$ cat src/hw/rtl/infix_to_postfix_converter_assert.svh
// Assertion macros for the infix-to-postfix converter.
`ifndef INFIX_TO_POSTFIX_CONVERTER_ASSERT_SVH
`define INFIX_TO_POSTFIX_CONVERTER_ASSERT_SVH
`ifndef SYNTHESIS
`define ITP_ASSERT_IMP(label, ante, cons) \
    label: assert property (@(posedge clk) disable iff (!rst_n) (ante) |-> (cons)) \
        else $error("infix_to_postfix_converter: same-cycle check failed");
`define ITP_ASSERT_NEXT(label, ante, cons) \
    label: assert property (@(posedge clk) disable iff (!rst_n) (ante) |=> (cons)) \
        else $error("infix_to_postfix_converter: next-cycle check failed");
`else
`define ITP_ASSERT_IMP(label, ante, cons)
`define ITP_ASSERT_NEXT(label, ante, cons)
`endif
`endif

$ cat src/hw/rtl/itp_pkg.sv
// Shared types, character codes and decode functions for the converter.
`timescale 1ns / 1ps
package itp_pkg;

    // Character codes
    localparam logic [7:0] CH_LPAREN   = 8'h28;
    localparam logic [7:0] CH_RPAREN   = 8'h29;
    localparam logic [7:0] CH_STAR     = 8'h2A;
    localparam logic [7:0] CH_PLUS     = 8'h2B;
    localparam logic [7:0] CH_MINUS    = 8'h2D;
    localparam logic [7:0] CH_SLASH    = 8'h2F;
    localparam logic [7:0] CH_DIGIT_LO = 8'h30;
    localparam logic [7:0] CH_DIGIT_HI = 8'h39;
    localparam logic [7:0] CH_UPPER_LO = 8'h41;
    localparam logic [7:0] CH_UPPER_HI = 8'h5A;
    localparam logic [7:0] CH_LOWER_LO = 8'h61;
    localparam logic [7:0] CH_LOWER_HI = 8'h7A;
    localparam logic [7:0] CH_NUL      = 8'h00;

    // Error codes
    localparam logic [1:0] ERR_NONE      = 2'd0;
    localparam logic [1:0] ERR_UNMATCHED = 2'd1;
    localparam logic [1:0] ERR_OVERFLOW  = 2'd2;

    // Precedence levels
    localparam logic [1:0] PREC_OTHER = 2'd0;
    localparam logic [1:0] PREC_ADD   = 2'd1;
    localparam logic [1:0] PREC_MUL   = 2'd2;

    typedef enum logic [1:0] {
        CLS_PASS,
        CLS_OPEN,
        CLS_CLOSE,
        CLS_OP
    } itp_cls_t;

    typedef enum logic [1:0] {
        ST_IDLE,
        ST_DECIDE,
        ST_EVAL,
        ST_FINISH
    } itp_state_t;

    typedef struct packed {
        logic [7:0] char_out;
        logic       end_marker;
        logic [1:0] error_code;
    } itp_res_t;

    typedef struct packed {
        logic     push;
        logic     finish;
        itp_res_t res;
    } itp_emit_req_t;

    typedef struct packed {
        logic ack;
        logic pend_valid;
    } itp_emit_rsp_t;

    function automatic itp_cls_t char_class(input logic [7:0] c);
        itp_cls_t cls;
        if (c inside {[CH_DIGIT_LO:CH_DIGIT_HI], [CH_UPPER_LO:CH_UPPER_HI],
                      [CH_LOWER_LO:CH_LOWER_HI]})
            cls = CLS_PASS;
        else if (c == CH_LPAREN)
            cls = CLS_OPEN;
        else if (c == CH_RPAREN)
            cls = CLS_CLOSE;
        else
            cls = CLS_OP;
        return cls;
    endfunction

    function automatic logic [1:0] prec_of(input logic [7:0] c);
        logic [1:0] p;
        if (c inside {CH_PLUS, CH_MINUS})
            p = PREC_ADD;
        else if (c inside {CH_STAR, CH_SLASH})
            p = PREC_MUL;
        else
            p = PREC_OTHER;
        return p;
    endfunction

endpackage

$ cat src/hw/rtl/itp_in_if.sv
// Input channel: one expression character or end flag per beat.
`timescale 1ns / 1ps
interface itp_in_if;
    logic       valid;
    logic       ready;
    logic [7:0] char_in;
    logic       end_of_expr;

    modport source (output valid, output char_in, output end_of_expr, input ready);
    modport sink   (input valid, input char_in, input end_of_expr, output ready);
endinterface

$ cat src/hw/rtl/itp_out_if.sv
// Output channel: one postfix character or marker per beat.
`timescale 1ns / 1ps
interface itp_out_if;
    logic       valid;
    logic       ready;
    logic [7:0] char_out;
    logic       end_marker;
    logic       last;
    logic [1:0] error_code;

    modport source (output valid, output char_out, output end_marker, output last,
                    output error_code, input ready);
    modport sink   (input valid, input char_out, input end_marker, input last,
                    input error_code, output ready);
endinterface

$ cat src/hw/rtl/itp_ram.sv
// Generic single-write, single-read RAM with registered read data.
`timescale 1ns / 1ps
module itp_ram #(
    parameter int WIDTH = 8,
    parameter int DEPTH = 32
) (
    input  logic                     clk,
    input  logic                     we,
    input  logic [$clog2(DEPTH)-1:0] waddr,
    input  logic [WIDTH-1:0]         wdata,
    input  logic                     re,
    input  logic [$clog2(DEPTH)-1:0] raddr,
    output logic [WIDTH-1:0]         rdata
);

    logic [WIDTH-1:0] mem_reg [DEPTH];
    logic [WIDTH-1:0] rdata_reg;

    // Write port
    always_ff @(posedge clk)
    begin
        if (we)
        begin
            mem_reg[waddr] <= wdata;
        end
    end

    // Registered read port
    always_ff @(posedge clk)
    begin
        if (re)
        begin
            rdata_reg <= mem_reg[raddr];
        end
    end

    assign rdata = rdata_reg;

endmodule

$ cat src/hw/rtl/itp_emit.sv
// Result staging: holds one pending result until its last flag is known.
`timescale 1ns / 1ps
module itp_emit (
    input  logic                  clk,
    input  logic                  rst_n,
    input  itp_pkg::itp_emit_req_t req,
    output itp_pkg::itp_emit_rsp_t rsp,
    itp_out_if.source             out_ch
);
    import itp_pkg::*;

    logic     pend_valid_reg, pend_valid_next;
    itp_res_t pend_reg, pend_next;
    logic     out_valid_reg, out_valid_next;
    itp_res_t out_res_reg, out_res_next;
    logic     out_last_reg, out_last_next;
    logic     out_free;
    logic     ack;

    // A staged result may move out once the output register frees up
    assign out_free = !out_valid_reg || out_ch.ready;
    assign ack      = !pend_valid_reg || out_free;

    assign rsp.ack        = ack;
    assign rsp.pend_valid = pend_valid_reg;

    // Advance pending result to the output register on a new result or finish
    always_comb
    begin
        out_valid_next  = out_valid_reg && !out_ch.ready;
        out_res_next    = out_res_reg;
        out_last_next   = out_last_reg;
        pend_valid_next = pend_valid_reg;
        pend_next       = pend_reg;
        if ((req.push || req.finish) && ack)
        begin
            if (pend_valid_reg)
            begin
                out_valid_next = 1'b1;
                out_res_next   = pend_reg;
                out_last_next  = req.finish;
            end
            if (req.push)
            begin
                pend_valid_next = 1'b1;
                pend_next       = req.res;
            end
            else
            begin
                pend_valid_next = 1'b0;
            end
        end
    end

    // Control state
    always_ff @(posedge clk or negedge rst_n)
    begin
        if (!rst_n)
        begin
            pend_valid_reg <= 1'b0;
            out_valid_reg  <= 1'b0;
        end
        else
        begin
            pend_valid_reg <= pend_valid_next;
            out_valid_reg  <= out_valid_next;
        end
    end

    // Payload
    always_ff @(posedge clk)
    begin
        pend_reg     <= pend_next;
        out_res_reg  <= out_res_next;
        out_last_reg <= out_last_next;
    end

    assign out_ch.valid      = out_valid_reg;
    assign out_ch.char_out   = out_res_reg.char_out;
    assign out_ch.end_marker = out_res_reg.end_marker;
    assign out_ch.error_code = out_res_reg.error_code;
    assign out_ch.last       = out_last_reg;

endmodule

$ cat src/hw/rtl/itp_ctrl.sv
// Stack sequencer: reads the top entry, decides pop, drop or push, writes back.
`timescale 1ns / 1ps
module itp_ctrl #(
    parameter int STACK_DEPTH = 32
) (
    input  logic                          clk,
    input  logic                          rst_n,
    itp_in_if.sink                        in_ch,
    output logic                          ram_we,
    output logic [$clog2(STACK_DEPTH)-1:0] ram_waddr,
    output logic [7:0]                    ram_wdata,
    output logic                          ram_re,
    output logic [$clog2(STACK_DEPTH)-1:0] ram_raddr,
    input  logic [7:0]                    ram_rdata,
    output itp_pkg::itp_emit_req_t        emit_req,
    input  itp_pkg::itp_emit_rsp_t        emit_rsp
);
    import itp_pkg::*;

    localparam int CW = $clog2(STACK_DEPTH + 1);
    localparam int AW = $clog2(STACK_DEPTH);

    itp_state_t      state_reg, state_next;
    logic [CW-1:0]   count_reg, count_next;
    logic [7:0]      char_reg, char_next;
    logic            eoe_reg, eoe_next;

    itp_cls_t        cls;
    logic            cnt_zero;
    logic            cnt_full;
    logic [CW-1:0]   cnt_dec;
    logic [CW-1:0]   cnt_inc;
    logic            top_open;
    logic            pop_wins;
    logic            want_read;
    logic            d_push;
    logic            d_gen;
    itp_res_t        d_res;
    logic            e_pop;
    logic            e_drop;
    logic            e_gen;
    itp_res_t        e_res;

    // Decode the held character against the count and the top entry
    always_comb
    begin
        cls       = char_class(char_reg);
        cnt_zero  = (count_reg == '0);
        cnt_full  = (count_reg == CW'(STACK_DEPTH));
        cnt_dec   = count_reg - CW'(1);
        cnt_inc   = count_reg + CW'(1);
        top_open  = (ram_rdata == CH_LPAREN);
        pop_wins  = (prec_of(char_reg) <= prec_of(ram_rdata));
        want_read = !cnt_zero && (eoe_reg || cls == CLS_CLOSE || cls == CLS_OP);
        d_push    = !want_read && !eoe_reg && (cls == CLS_OPEN || cls == CLS_OP);
        d_gen     = !want_read && !(d_push && !cnt_full);
        if (eoe_reg)
            d_res = '{char_out: CH_NUL, end_marker: 1'b1, error_code: ERR_NONE};
        else if (cls == CLS_PASS)
            d_res = '{char_out: char_reg, end_marker: 1'b0, error_code: ERR_NONE};
        else if (cls == CLS_CLOSE)
            d_res = '{char_out: CH_NUL, end_marker: 1'b0, error_code: ERR_UNMATCHED};
        else
            d_res = '{char_out: CH_NUL, end_marker: 1'b0, error_code: ERR_OVERFLOW};
        e_pop  = eoe_reg || (cls == CLS_CLOSE && !top_open) || (cls == CLS_OP && pop_wins);
        e_drop = !eoe_reg && cls == CLS_CLOSE && top_open;
        e_gen  = e_pop || (!e_drop && cnt_full);
        if (e_pop)
            e_res = '{char_out: ram_rdata, end_marker: 1'b0, error_code: ERR_NONE};
        else
            e_res = '{char_out: CH_NUL, end_marker: 1'b0, error_code: ERR_OVERFLOW};
    end

    // Next state
    always_comb
    begin
        state_next = state_reg;
        case (state_reg)
            ST_IDLE:
            begin
                if (in_ch.valid)
                    state_next = ST_DECIDE;
            end
            ST_DECIDE:
            begin
                if (want_read)
                    state_next = ST_EVAL;
                else if (!d_gen || emit_rsp.ack)
                    state_next = ST_FINISH;
            end
            ST_EVAL:
            begin
                if (!e_gen)
                    state_next = ST_FINISH;
                else if (emit_rsp.ack)
                    state_next = e_pop ? ST_DECIDE : ST_FINISH;
            end
            ST_FINISH:
            begin
                if (emit_rsp.ack)
                    state_next = ST_IDLE;
            end
            default:
            begin
                state_next = ST_IDLE;
            end
        endcase
    end

    // Outputs: memory access, result request, count update
    always_comb
    begin
        in_ch.ready = 1'b0;
        char_next   = char_reg;
        eoe_next    = eoe_reg;
        count_next  = count_reg;
        ram_we      = 1'b0;
        ram_waddr   = count_reg[AW-1:0];
        ram_wdata   = char_reg;
        ram_re      = 1'b0;
        ram_raddr   = cnt_dec[AW-1:0];
        emit_req    = '0;
        case (state_reg)
            ST_IDLE:
            begin
                in_ch.ready = 1'b1;
                if (in_ch.valid)
                begin
                    char_next = in_ch.char_in;
                    eoe_next  = in_ch.end_of_expr;
                end
            end
            ST_DECIDE:
            begin
                if (want_read)
                begin
                    ram_re = 1'b1;
                end
                else if (d_gen)
                begin
                    emit_req.push = 1'b1;
                    emit_req.res  = d_res;
                end
                else
                begin
                    ram_we     = 1'b1;
                    count_next = cnt_inc;
                end
            end
            ST_EVAL:
            begin
                if (e_gen)
                begin
                    emit_req.push = 1'b1;
                    emit_req.res  = e_res;
                    if (e_pop && emit_rsp.ack)
                        count_next = cnt_dec;
                end
                else if (e_drop)
                begin
                    count_next = cnt_dec;
                end
                else
                begin
                    ram_we     = 1'b1;
                    count_next = cnt_inc;
                end
            end
            ST_FINISH:
            begin
                emit_req.finish = 1'b1;
            end
            default:
            begin
                emit_req = '0;
            end
        endcase
    end

    // Control state
    always_ff @(posedge clk or negedge rst_n)
    begin
        if (!rst_n)
        begin
            state_reg <= ST_IDLE;
            count_reg <= '0;
        end
        else
        begin
            state_reg <= state_next;
            count_reg <= count_next;
        end
    end

    // Held input beat
    always_ff @(posedge clk)
    begin
        char_reg <= char_next;
        eoe_reg  <= eoe_next;
    end

endmodule

$ cat src/hw/rtl/infix_to_postfix_converter.sv
// Top level of the shunting-yard infix-to-postfix converter.
//
//   channel  | dir | beat payload                                | handshake
//   ---------+-----+---------------------------------------------+-----------
//   in_ch    | in  | char_in[7:0], end_of_expr                   | valid/ready
//   out_ch   | out | char_out[7:0], end_marker, last, error_code | valid/ready
//
// One input beat at a time: the beat is accepted in IDLE, each stack decision is made in
// DECIDE and each memory read is used in EVAL, so each popped entry passes through DECIDE
// and EVAL; FINISH then releases the final result. A plain character passes IDLE, DECIDE, FINISH.
// The stack lives in a RAM with registered read; that read sets the pace.
// Reset empties the stack count at once; stack entries are not cleared.
// A stalled output holds the sequencer, and input is taken again once it is idle.
`timescale 1ns / 1ps
`include "infix_to_postfix_converter_assert.svh"
module infix_to_postfix_converter #(
    parameter int STACK_DEPTH = 32
) (
    input logic       clk,
    input logic       rst_n,
    itp_in_if.sink    in_ch,
    itp_out_if.source out_ch
);
    import itp_pkg::*;

    localparam int AW = $clog2(STACK_DEPTH);

    logic          ram_we;
    logic [AW-1:0] ram_waddr;
    logic [7:0]    ram_wdata;
    logic          ram_re;
    logic [AW-1:0] ram_raddr;
    logic [7:0]    ram_rdata;
    itp_emit_req_t emit_req;
    itp_emit_rsp_t emit_rsp;

    // Stack sequencer
    itp_ctrl #(
        .STACK_DEPTH (STACK_DEPTH)
    ) u_ctrl (
        .clk       (clk),
        .rst_n     (rst_n),
        .in_ch     (in_ch),
        .ram_we    (ram_we),
        .ram_waddr (ram_waddr),
        .ram_wdata (ram_wdata),
        .ram_re    (ram_re),
        .ram_raddr (ram_raddr),
        .ram_rdata (ram_rdata),
        .emit_req  (emit_req),
        .emit_rsp  (emit_rsp)
    );

    // Operator stack storage
    itp_ram #(
        .WIDTH (8),
        .DEPTH (STACK_DEPTH)
    ) u_stack_ram (
        .clk   (clk),
        .we    (ram_we),
        .waddr (ram_waddr),
        .wdata (ram_wdata),
        .re    (ram_re),
        .raddr (ram_raddr),
        .rdata (ram_rdata)
    );

    // Result staging and output register
    itp_emit u_emit (
        .clk    (clk),
        .rst_n  (rst_n),
        .req    (emit_req),
        .rsp    (emit_rsp),
        .out_ch (out_ch)
    );

    `ITP_ASSERT_IMP(a_no_rw_overlap, ram_we, !ram_re)
    `ITP_ASSERT_IMP(a_waddr_in_range, ram_we, int'(ram_waddr) < STACK_DEPTH)
    `ITP_ASSERT_IMP(a_end_is_last, out_ch.valid && out_ch.end_marker, out_ch.last && out_ch.char_out == CH_NUL)
    `ITP_ASSERT_IMP(a_accept_drained, in_ch.valid && in_ch.ready, !emit_rsp.pend_valid)
    `ITP_ASSERT_NEXT(a_one_beat_at_a_time, in_ch.valid && in_ch.ready, !in_ch.ready)

endmodule

$ cat src/flat_wrapper.sv
// flat-port wrapper written by rule: the top's interface ports become plain ports
module infix_to_postfix_converter_flat import itp_pkg::*;
#(
    parameter int STACK_DEPTH = 32
)
  (clk, rst_n, in_ch_valid, in_ch_char_in, in_ch_end_of_expr, in_ch_ready, out_ch_valid, out_ch_char_out, out_ch_end_marker, out_ch_last, out_ch_error_code, out_ch_ready);
  itp_in_if in_ch_i ();
  itp_out_if out_ch_i ();
  input logic clk;
  input logic rst_n;
  input wire logic [$bits(in_ch_i.valid)-1:0] in_ch_valid;
  input wire logic [$bits(in_ch_i.char_in)-1:0] in_ch_char_in;
  input wire logic [$bits(in_ch_i.end_of_expr)-1:0] in_ch_end_of_expr;
  output wire logic [$bits(in_ch_i.ready)-1:0] in_ch_ready;
  output wire logic [$bits(out_ch_i.valid)-1:0] out_ch_valid;
  output wire logic [$bits(out_ch_i.char_out)-1:0] out_ch_char_out;
  output wire logic [$bits(out_ch_i.end_marker)-1:0] out_ch_end_marker;
  output wire logic [$bits(out_ch_i.last)-1:0] out_ch_last;
  output wire logic [$bits(out_ch_i.error_code)-1:0] out_ch_error_code;
  input wire logic [$bits(out_ch_i.ready)-1:0] out_ch_ready;
  assign in_ch_i.valid = in_ch_valid;
  assign in_ch_i.char_in = in_ch_char_in;
  assign in_ch_i.end_of_expr = in_ch_end_of_expr;
  assign in_ch_ready = in_ch_i.ready;
  assign out_ch_valid = out_ch_i.valid;
  assign out_ch_char_out = out_ch_i.char_out;
  assign out_ch_end_marker = out_ch_i.end_marker;
  assign out_ch_last = out_ch_i.last;
  assign out_ch_error_code = out_ch_i.error_code;
  assign out_ch_i.ready = out_ch_ready;
  infix_to_postfix_converter #(.STACK_DEPTH(STACK_DEPTH)) u_core (.clk(clk), .rst_n(rst_n), .in_ch(in_ch_i), .out_ch(out_ch_i));
endmodule
$ cat config.mk
export PLATFORM = sky130hd
export DESIGN_NAME = infix_to_postfix_converter_flat
export DESIGN_NICKNAME = d
export VERILOG_FILES = /design/src/hw/rtl/itp_pkg.sv /design/src/hw/rtl/itp_in_if.sv /design/src/hw/rtl/itp_out_if.sv /design/src/hw/rtl/itp_ram.sv /design/src/hw/rtl/itp_emit.sv /design/src/hw/rtl/itp_ctrl.sv /design/src/hw/rtl/infix_to_postfix_converter.sv /design/src/flat_wrapper.sv
export VERILOG_INCLUDE_DIRS = /design/src /design/src/hw/rtl
export SDC_FILE = /design/constraint.sdc
export NUM_CORES = 1
export LEC_CHECK = 0
export ABC_CLOCK_PERIOD_IN_PS = 5700
export CORE_ASPECT_RATIO = 1.75
export CORE_MARGIN = 3
export CORE_UTILIZATION = 53
export DETAILED_ROUTE_END_ITERATION = 10
export DONT_BUFFER_PORTS = 1
export GPL_TIMING_DRIVEN = 0
export PLACE_DENSITY = 0.68
export SETUP_SLACK_MARGIN = 0.3
export SLEW_MARGIN = 10
export SYNTH_ARGS = -nofsm -noshare
export SYNTH_HDL_FRONTEND = slang
export SYNTH_SLANG_ARGS = --single-unit
$ cat constraint.sdc
create_clock -name clk -period 5.7 [get_ports clk]
set_input_delay 0.855 -clock clk [delete_from_list [all_inputs] [get_ports clk]]
set_output_delay 0.855 -clock clk [all_outputs]
set_load 0.02 [all_outputs]
# ---- Yosys cells after proc, flatten, opt, wreduce, memory -nomap -nowiden
# Memory sizes are Yosys's and may differ from the RTL's. A register that Yosys moved wholly into a read port is not among the register bits.
# Cells that the tools add are included.
# W data, S select, Z words.
dict set report totals {
  register_bits 42
  ram_bits 256
  elab_cells 146
  in_bits 13
  mem_count 1
  output_inout_bits 14
}
dict set report op_classes {
  n_eq_ne 25
  n_mux 47
  reduce_logical 51
  addsub 2
  n_lt_le_gt_ge 7
}
# memory depth width read_ports rd_clocked_by_memory_dff write_ports line
set memory_table {}
lappend memory_table {u_core.u_stack_ram.mem_reg 32 8 1 1 1 itp_ram.sv:16} ;# logic [WIDTH-1:0] mem_reg [DEPTH];
# operator count
set ops {}
lappend ops {{$eq A8 B6 Y1 const B} 11}
lappend ops {{$mux W11} 6}
lappend ops {{$mux W6} 5}
lappend ops {{$mux W2} 14}
lappend ops {{$pmux W11 S2} 1}
lappend ops {{$mux W1} 17}
lappend ops {{$ge A8 B7 Y1 const B} 2}
lappend ops {{$le A8 B7 Y1 const B} 2}
lappend ops {{$logic_and A1 B1 Y1} 16}
lappend ops {{$pmux W6 S2} 1}
lappend ops {{$logic_not A1 Y1} 11}
lappend ops {{$logic_or A1 B1 Y1} 10}
lappend ops {{$reduce_bool A2 Y1} 5}
lappend ops {{$ne A3 B3 Y1 const B} 3}
lappend ops {{$eq A2 B2 Y1 const B} 4}
lappend ops {{$ge A8 B6 Y1 const B} 1}
lappend ops {{$le A8 B6 Y1 const B} 1}
lappend ops {{$ne A2 B2 Y1 const B} 4}
lappend ops {{$pmux W2 S4} 1}
lappend ops {{$reduce_and A4 Y1} 2}
lappend ops {{$add A6 B1 Y6 const B} 1}
lappend ops {{$eq A6 B6 Y1 const B} 1}
lappend ops {{$logic_not A6 Y1} 1}
lappend ops {{$reduce_and A2 Y1} 3}
lappend ops {{other kinds (6)} 9}

# ---- Logic depth before layout (Yosys ltp)
dict set report logic_depth {
  ltp_word 20
  mapped_depth 12
  mapped_depth_nobuf 11
}

# ---- Modules after synthesis
# Synthesis repeated with hierarchy kept, for this count alone.
dict set report hier_totals {
  hier_cells 627
  area_unflattened_um2 12508.2
}
# module instances seq_area_each_um2 cells_per_inst area_per_inst_um2
set modules_own_cells {}
lappend modules_own_cells {itp_ram 1 7927.6 417 10133.5}
lappend modules_own_cells {itp_ctrl 1 470.5 173 1541.5}
lappend modules_own_cells {itp_emit 1 740.7 37 833.3}

# ---- Worst setup path before layout
# Ideal clock, no wire load.
dict set report synth_path {
  path_kind {reg-to-reg}
  from {reg u_core.u_ctrl.char_reg[3], in the netlist u_core.u_ctrl.ram_wdata[3]}
  to {reg u_core.u_emit.out_res_reg (netlist bit u_core.u_emit.out_ch.char_out[0]) (enable)}
  n_path_buf 0
  setup_ns 0.385
  synth_period_minus_slack_ns 3.737
  arrival_time_ns 3.353
  required_ns 5.315
  slack_ns 1.963
  path_stages_with_launch 12
  path_cell_list {edfxtp_1 > nor4b_2 > and2_1 > and3_1 > ha_1 > nor2b_1 > o21ai_0 > nand2_1 > o211a_2 > a21oi_1 > o21ai_1 > a21oi_1}
}
dict set report synth_via {
  elab_chain_len 20
  word_cells_on_any_way 53
  cone_classes {order compare: 7; eq/ne: 9; mux: 9; reduce/logical: 28}
}
# element line
set synth_lines {}
lappend synth_lines {{from (decl)} itp_ctrl.sv:25} ;# logic [7:0] char_reg, char_next;
lappend synth_lines {{from (signal assigned)} itp_ctrl.sv:198} ;# char_reg <= char_next;
lappend synth_lines {{$ge A8 B6 Y1, or another cell as far along} itp_pkg.sv:63} ;# if (c inside {[CH_DIGIT_LO:CH_DIGIT_HI], [CH_UPPER_LO:CH_UPPER_HI],
lappend synth_lines {{$logic_and A1 B1 Y1 / $mux W1 (equally long branches)} {itp_pkg.sv:63, itp_pkg.sv:68}}
lappend synth_lines {{$reduce_bool A3 Y1 / $mux W2 (equally long branches)} {itp_pkg.sv:63, itp_pkg.sv:66}}
lappend synth_lines {{$mux W2} itp_pkg.sv:63}
lappend synth_lines {{$eq A2 B2 Y1} {itp_ctrl.sv:54, itp_ctrl.sv:65, itp_ctrl.sv:66}}
lappend synth_lines {{$logic_or A1 B1 Y1 (2 in a row)} itp_ctrl.sv:54} ;# want_read = !cnt_zero && (eoe_reg || cls == CLS_CLOSE || cls == CLS_OP);
lappend synth_lines {{$logic_and A1 B1 Y1} itp_ctrl.sv:54}
lappend synth_lines {{$logic_not A1 Y1} {itp_ctrl.sv:55, itp_ctrl.sv:56}}
lappend synth_lines {{[3 not listed]} n/a}
lappend synth_lines {{$logic_not A1 Y1} itp_ctrl.sv:56} ;# d_gen = !want_read && !(d_push && !cnt_full);
lappend synth_lines {{$logic_and A1 B1 Y1} itp_ctrl.sv:56}
lappend synth_lines {{$mux W1} itp_ctrl.sv:139} ;# else if (d_gen)
lappend synth_lines {{$mux W1} itp_ctrl.sv:135} ;# if (want_read)
lappend synth_lines {{$pmux W1 S2 (*)} itp_ctrl.sv:123} ;# case (state_reg)
lappend synth_lines {{$logic_or A1 B1 Y1 (*)} itp_emit.sv:35} ;# if ((req.push || req.finish) && ack)
lappend synth_lines {{$logic_and A1 B1 Y1 (*)} itp_emit.sv:35}
lappend synth_lines {{$reduce_and A2 Y1 (no line) (*)} n/a}
lappend synth_lines {{to (signal assigned)} itp_emit.sv:74} ;# out_res_reg <= out_res_next;
lappend synth_lines {{to (decl)} itp_emit.sv:15} ;# itp_res_t out_res_reg, out_res_next;
# Mark *: on every way between the ends. The rest lies on a longest branch, timed or not.
# A chain may end at the register's enable or synchronous reset.

# ---- Worst setup path after layout
dict set report layout_path {
  from {reg u_core.u_ctrl.char_reg[2], in the netlist u_core.u_ctrl.ram_wdata[2]}
  to {mem u_core.u_stack_ram.mem_reg[2][0] (enable)}
}
dict set report layout_via {
  elab_chain_len 19
  word_cells_on_any_way 53
  cone_classes {order compare: 7; eq/ne: 9; mux: 12; reduce/logical: 25}
}
# element line
set layout_lines {}
lappend layout_lines {{$ge A8 B6 Y1, or another cell as far along} itp_pkg.sv:63}
lappend layout_lines {{$logic_and A1 B1 Y1 / $mux W1 (equally long branches)} {itp_pkg.sv:63, itp_pkg.sv:68}}
lappend layout_lines {{$reduce_bool A3 Y1 / $mux W2 (equally long branches)} {itp_pkg.sv:63, itp_pkg.sv:66}}
lappend layout_lines {{$mux W2} itp_pkg.sv:63}
lappend layout_lines {{$eq A2 B2 Y1} {itp_ctrl.sv:54, itp_ctrl.sv:65, itp_ctrl.sv:66}}
lappend layout_lines {{$logic_or A1 B1 Y1 (2 in a row)} itp_ctrl.sv:54}
lappend layout_lines {{$logic_and A1 B1 Y1} itp_ctrl.sv:54}
lappend layout_lines {{$logic_not A1 Y1} {itp_ctrl.sv:55, itp_ctrl.sv:56}}
lappend layout_lines {{$logic_and A1 B1 Y1 (2 in a row)} itp_ctrl.sv:55} ;# d_push = !want_read && !eoe_reg && (cls == CLS_OPEN || cls == CLS_OP);
lappend layout_lines {{$logic_and A1 B1 Y1} itp_ctrl.sv:56}
lappend layout_lines {{$logic_not A1 Y1} itp_ctrl.sv:56}
lappend layout_lines {{$logic_and A1 B1 Y1} itp_ctrl.sv:56}
lappend layout_lines {{$mux W1} itp_ctrl.sv:139}
lappend layout_lines {{$mux W1} itp_ctrl.sv:135}
lappend layout_lines {{$pmux W1 S2 (*)} itp_ctrl.sv:123}
lappend layout_lines {{$mux W1 (*)} itp_ram.sv:22} ;# if (we)
lappend layout_lines {{$mux W1 (not written as such) (*)} itp_ram.sv:24} ;# mem_reg[waddr] <= wdata;
lappend layout_lines {{to (decl)} itp_ram.sv:16}
# Marks and branches as above.

==> impl_results.md <==
- Placed Area: 12900 µm²
- Distinct cells, synth: 57
- Largest net degree at the start of global routing: 40
- Cts repair resizes: 0
- Yosys reg bits: 306
- Vias in the first global route: around 6400
- Via Count: about 6100
- Ys flop type: edfxtp_1
- Max-Cap Viols: 0
- CP startpoint kind: flop
- First-pass GRT wire length: 40.1 mm
- Unrepaired setup endpoints after global routing: no
- Synth warn: 0
- Max Freq: 200 MHz
- Mapped Nets: between 600 and 700
- Setup CP Type: flop to flop
- Final Hold Fails: 0
- Synth top area cells: edfxtp_1 (71%), mux4_2 (14%), dfrtp_1 (2.0%)
- Setup TNS Final: 0 ns
- Worst Tran Pin Value: 1.29 ns
- Post-synth EDFFs: 296
- WL/cell: 27.1 µm
- Htree depth: 1
- Final setup vio count: 0
- Clock Sinks: 306
- CP arrival: 5.17 ns
- Postcts setup bufs: 0
- Minimum clock period: around 5 ns
- Final Non-Filler Cells: approximately 1000
- CTS tree: yes
- Setup Skew: 0.0164 ns
- Most frequent cells in the layout: edfxtp_1 (296), mux4_2 (80), nor2_1 (46)
- CP peak stage delay: 1.12 ns
- DRT Pass-1 Iters: 5
- Synth async-reset ratio: 3.27%
- DR DRC count: 0
- R2R setup slack: 0.70 ns
- Clk root buf: clkbuf_16
- Final Max Tran Viols: 0
- PortBufs: 0
- Hold depth: 0
- Area grow syn2layout: 12.1%
- Status: finished, final reports clean
- Crit-path leading delay family: simple AND/OR/NAND/NOR gates
- Crit-path cells: buf_2 > xnor2_1 > and3_1 > ha_1 > nor2b_1 > o21ai_0 > and2_1 > a2bb2oi_1 > o2bb2ai_4 > nand3_2 > nor3_1
- Starting Density: between 50% and 60%
- Post-Route WL: about 27 mm
- Critical Path Fanout Max: 33
- Slowest-stage cell, CP: edfxtp_1
- Period utilization: 87.8%
- IO Count: 27
- Worst min-delay path class: input port to flop
- Layout cell share with drive strength beyond 1: 25.5%
- Max reg flops: 256
- Core area: 23000 µm²
- Clock transition at path regs: 0.07 ns
- Reg-to-Reg Start: u_core.u_ctrl.ram_wdata[2]
- Total CTS buffers: 27
- Worst Hold Path EP: u_core.u_ctrl.ram_wdata[2]
- Initial antenna violation count: 0
- GP Congestion: 0.891
- Synth Cell Area: 12500 µm²
- Die ar.: about 26000 µm²
- HPWL Detailed: 18.4 mm
- Via density: between 6 and 7
- First DRT Iteration DRCs: 418
- Most common cell after layout, fill and taps aside: edfxtp_1
- Worst R2R Path Depth: 11
- Global-route usage over all layers: 21.4%
- Worst hold path startpoint: in_ch_char_in[2]
- Fin nets: around 700
- Worst reg2reg endpoint: u_core.u_stack_ram.mem_reg[2][0]
- Post-synth top area cell: edfxtp_1
- Placed cells: 927
- Worst path bufs/invs: 1
- Row cnt: 73
- Power Dens Cells: 526 nW/µm²
- Worst IR Drop VDD: 0.333 mV
- CTS max path bufs: 3
- Mean Syn Cell Area: 20.0 µm²
- Hold_buf cts: 1
- Worst endpoint required time: 5.86 ns
- Register area share after synthesis: 72.9%
- Slew margin rel.: about an eighth
- Pleak: 0.00445 µW
- Die width: between 100 and 150 µm
- Height of the die: approximately 210 µm
- Final Cell Area: 14100 µm²
- Final ANT Viol Nets: 0
- Area share of the largest cell type after synthesis: 70.9%
- Ant diodes: 0
- Clk_lat worst skew: roughly 0.55 ns
- Gate Count Post-Synth: 627
- Grt ovf: 0
- Crit. End Element: flop
per-layer routing:
metal	GRT usage [%]	vias up	share of wire [%]
li1	-	2657	-
met1	25.2	3203	36
met2	40.3	169	57
met3	2.16	52	3.3
met4	7.19	0	3.4
met5	0	-	0
where the power goes:
part / internal (µW) / switching [µW]
combinational: 1200 / 1380
clock: 1110 / 807
sequential: 2740 / 168
metrics by stage:
stage                     power, µW  utilization, %  worst slack (ns)  hold slack, ns
after floorplan                4720               -              1.96           0.400
final                          7400            61.1             0.696           0.393
after CTS                      7420            60.2             0.333           0.376
after detailed placement       5520            56.1             0.350           0.407
after global placement         5440            56.1             0.539           0.403
after global routing           7700            61.1             0.435           0.378
synthesized netlist by cell type, types with 4 or more instances:
| master | count |
|---|---|
| nor2_1 | 46 |
| and2_1 | 8 |
| a22o_1 | 8 |
| a31oi_1 | 6 |
| nor3_1 | 7 |
| xnor2_1 | 4 |
| o21ai_0 | 4 |
| nand2b_1 | 6 |
| mux2_2 | 8 |
| edfxtp_1 | 296 |
| nand3_1 | 7 |
| nand2_1 | 19 |
| mux4_2 | 80 |
| ha_1 | 10 |
| and3_1 | 5 |
| buf_6 | 4 |
| a21oi_1 | 8 |
| xor2_1 | 6 |
| inv_1 | 7 |
| nor2b_1 | 6 |
| clkbuf_1 | 13 |
| buf_2 | 7 |
| dfrtp_1 | 10 |
logic make-up after synthesis:
kind of cell | count (synthesis) | share of synthesized area [%]
AO/OA/AOI/OAI | 54 | 3.42
XOR/XNOR | 11 | 0.828
adder cells (fa/ha/maj) | 10 | 0.998
buffers and inverters | 33 | 1.36
flip-flops | 306 | 72.9
multiplexers | 90 | 15.2
AND/OR/NAND/NOR | 123 | 5.30
worst reg2reg max path, cell delays in order (launching register included):
cell and delay (ns):
edfxtp_1 1.12, buf_2 0.41, xnor2_1 0.10, and3_1 0.18, ha_1 0.28, nor2b_1 0.12
o21ai_0 0.23, and2_1 0.26, a2bb2oi_1 0.18, o2bb2ai_4 0.32, nand3_2 0.32, nor3_1 1.11
worst max path at each step:
stage | from | end | slack (ns) | cells past startpoint
2_1_floorplan | u_core.u_ctrl.ram_wdata[3] | u_core.u_emit.out_ch.char_out[0] | 1.96 | 11
3_3_place_gp | u_core.u_ctrl.ram_wdata[3] | u_core.u_stack_ram.mem_reg[3][6] | 0.54 | 11
3_5_place_dp | u_core.u_ctrl.ram_wdata[3] | u_core.u_stack_ram.mem_reg[3][0] | 0.35 | 11
4_1_cts | u_core.u_ctrl.ram_wdata[3] | u_core.u_stack_ram.mem_reg[3][0] | 0.33 | 11
5_1_grt | u_core.u_ctrl.ram_wdata[2] | u_core.u_stack_ram.mem_reg[2][7] | 0.44 | 11
6_report | u_core.u_ctrl.ram_wdata[2] | u_core.u_stack_ram.mem_reg[2][0] | 0.70 | 11
cell type report:
class / count / area [µm²]
Sequential cell: 306 / 9140
Fill cell: 1624 / 8960
Multi-Input combinational cell: 288 / 3250
Clock buffer: 28 / 679
Tap cell: 300 / 375
Clock inverter: 20 / 256
Timing Repair Buffer: 8 / 188
Buffer: 26 / 144
Inverter: 7 / 26.3
Note: power is estimated with default switching activity, not from simulation.
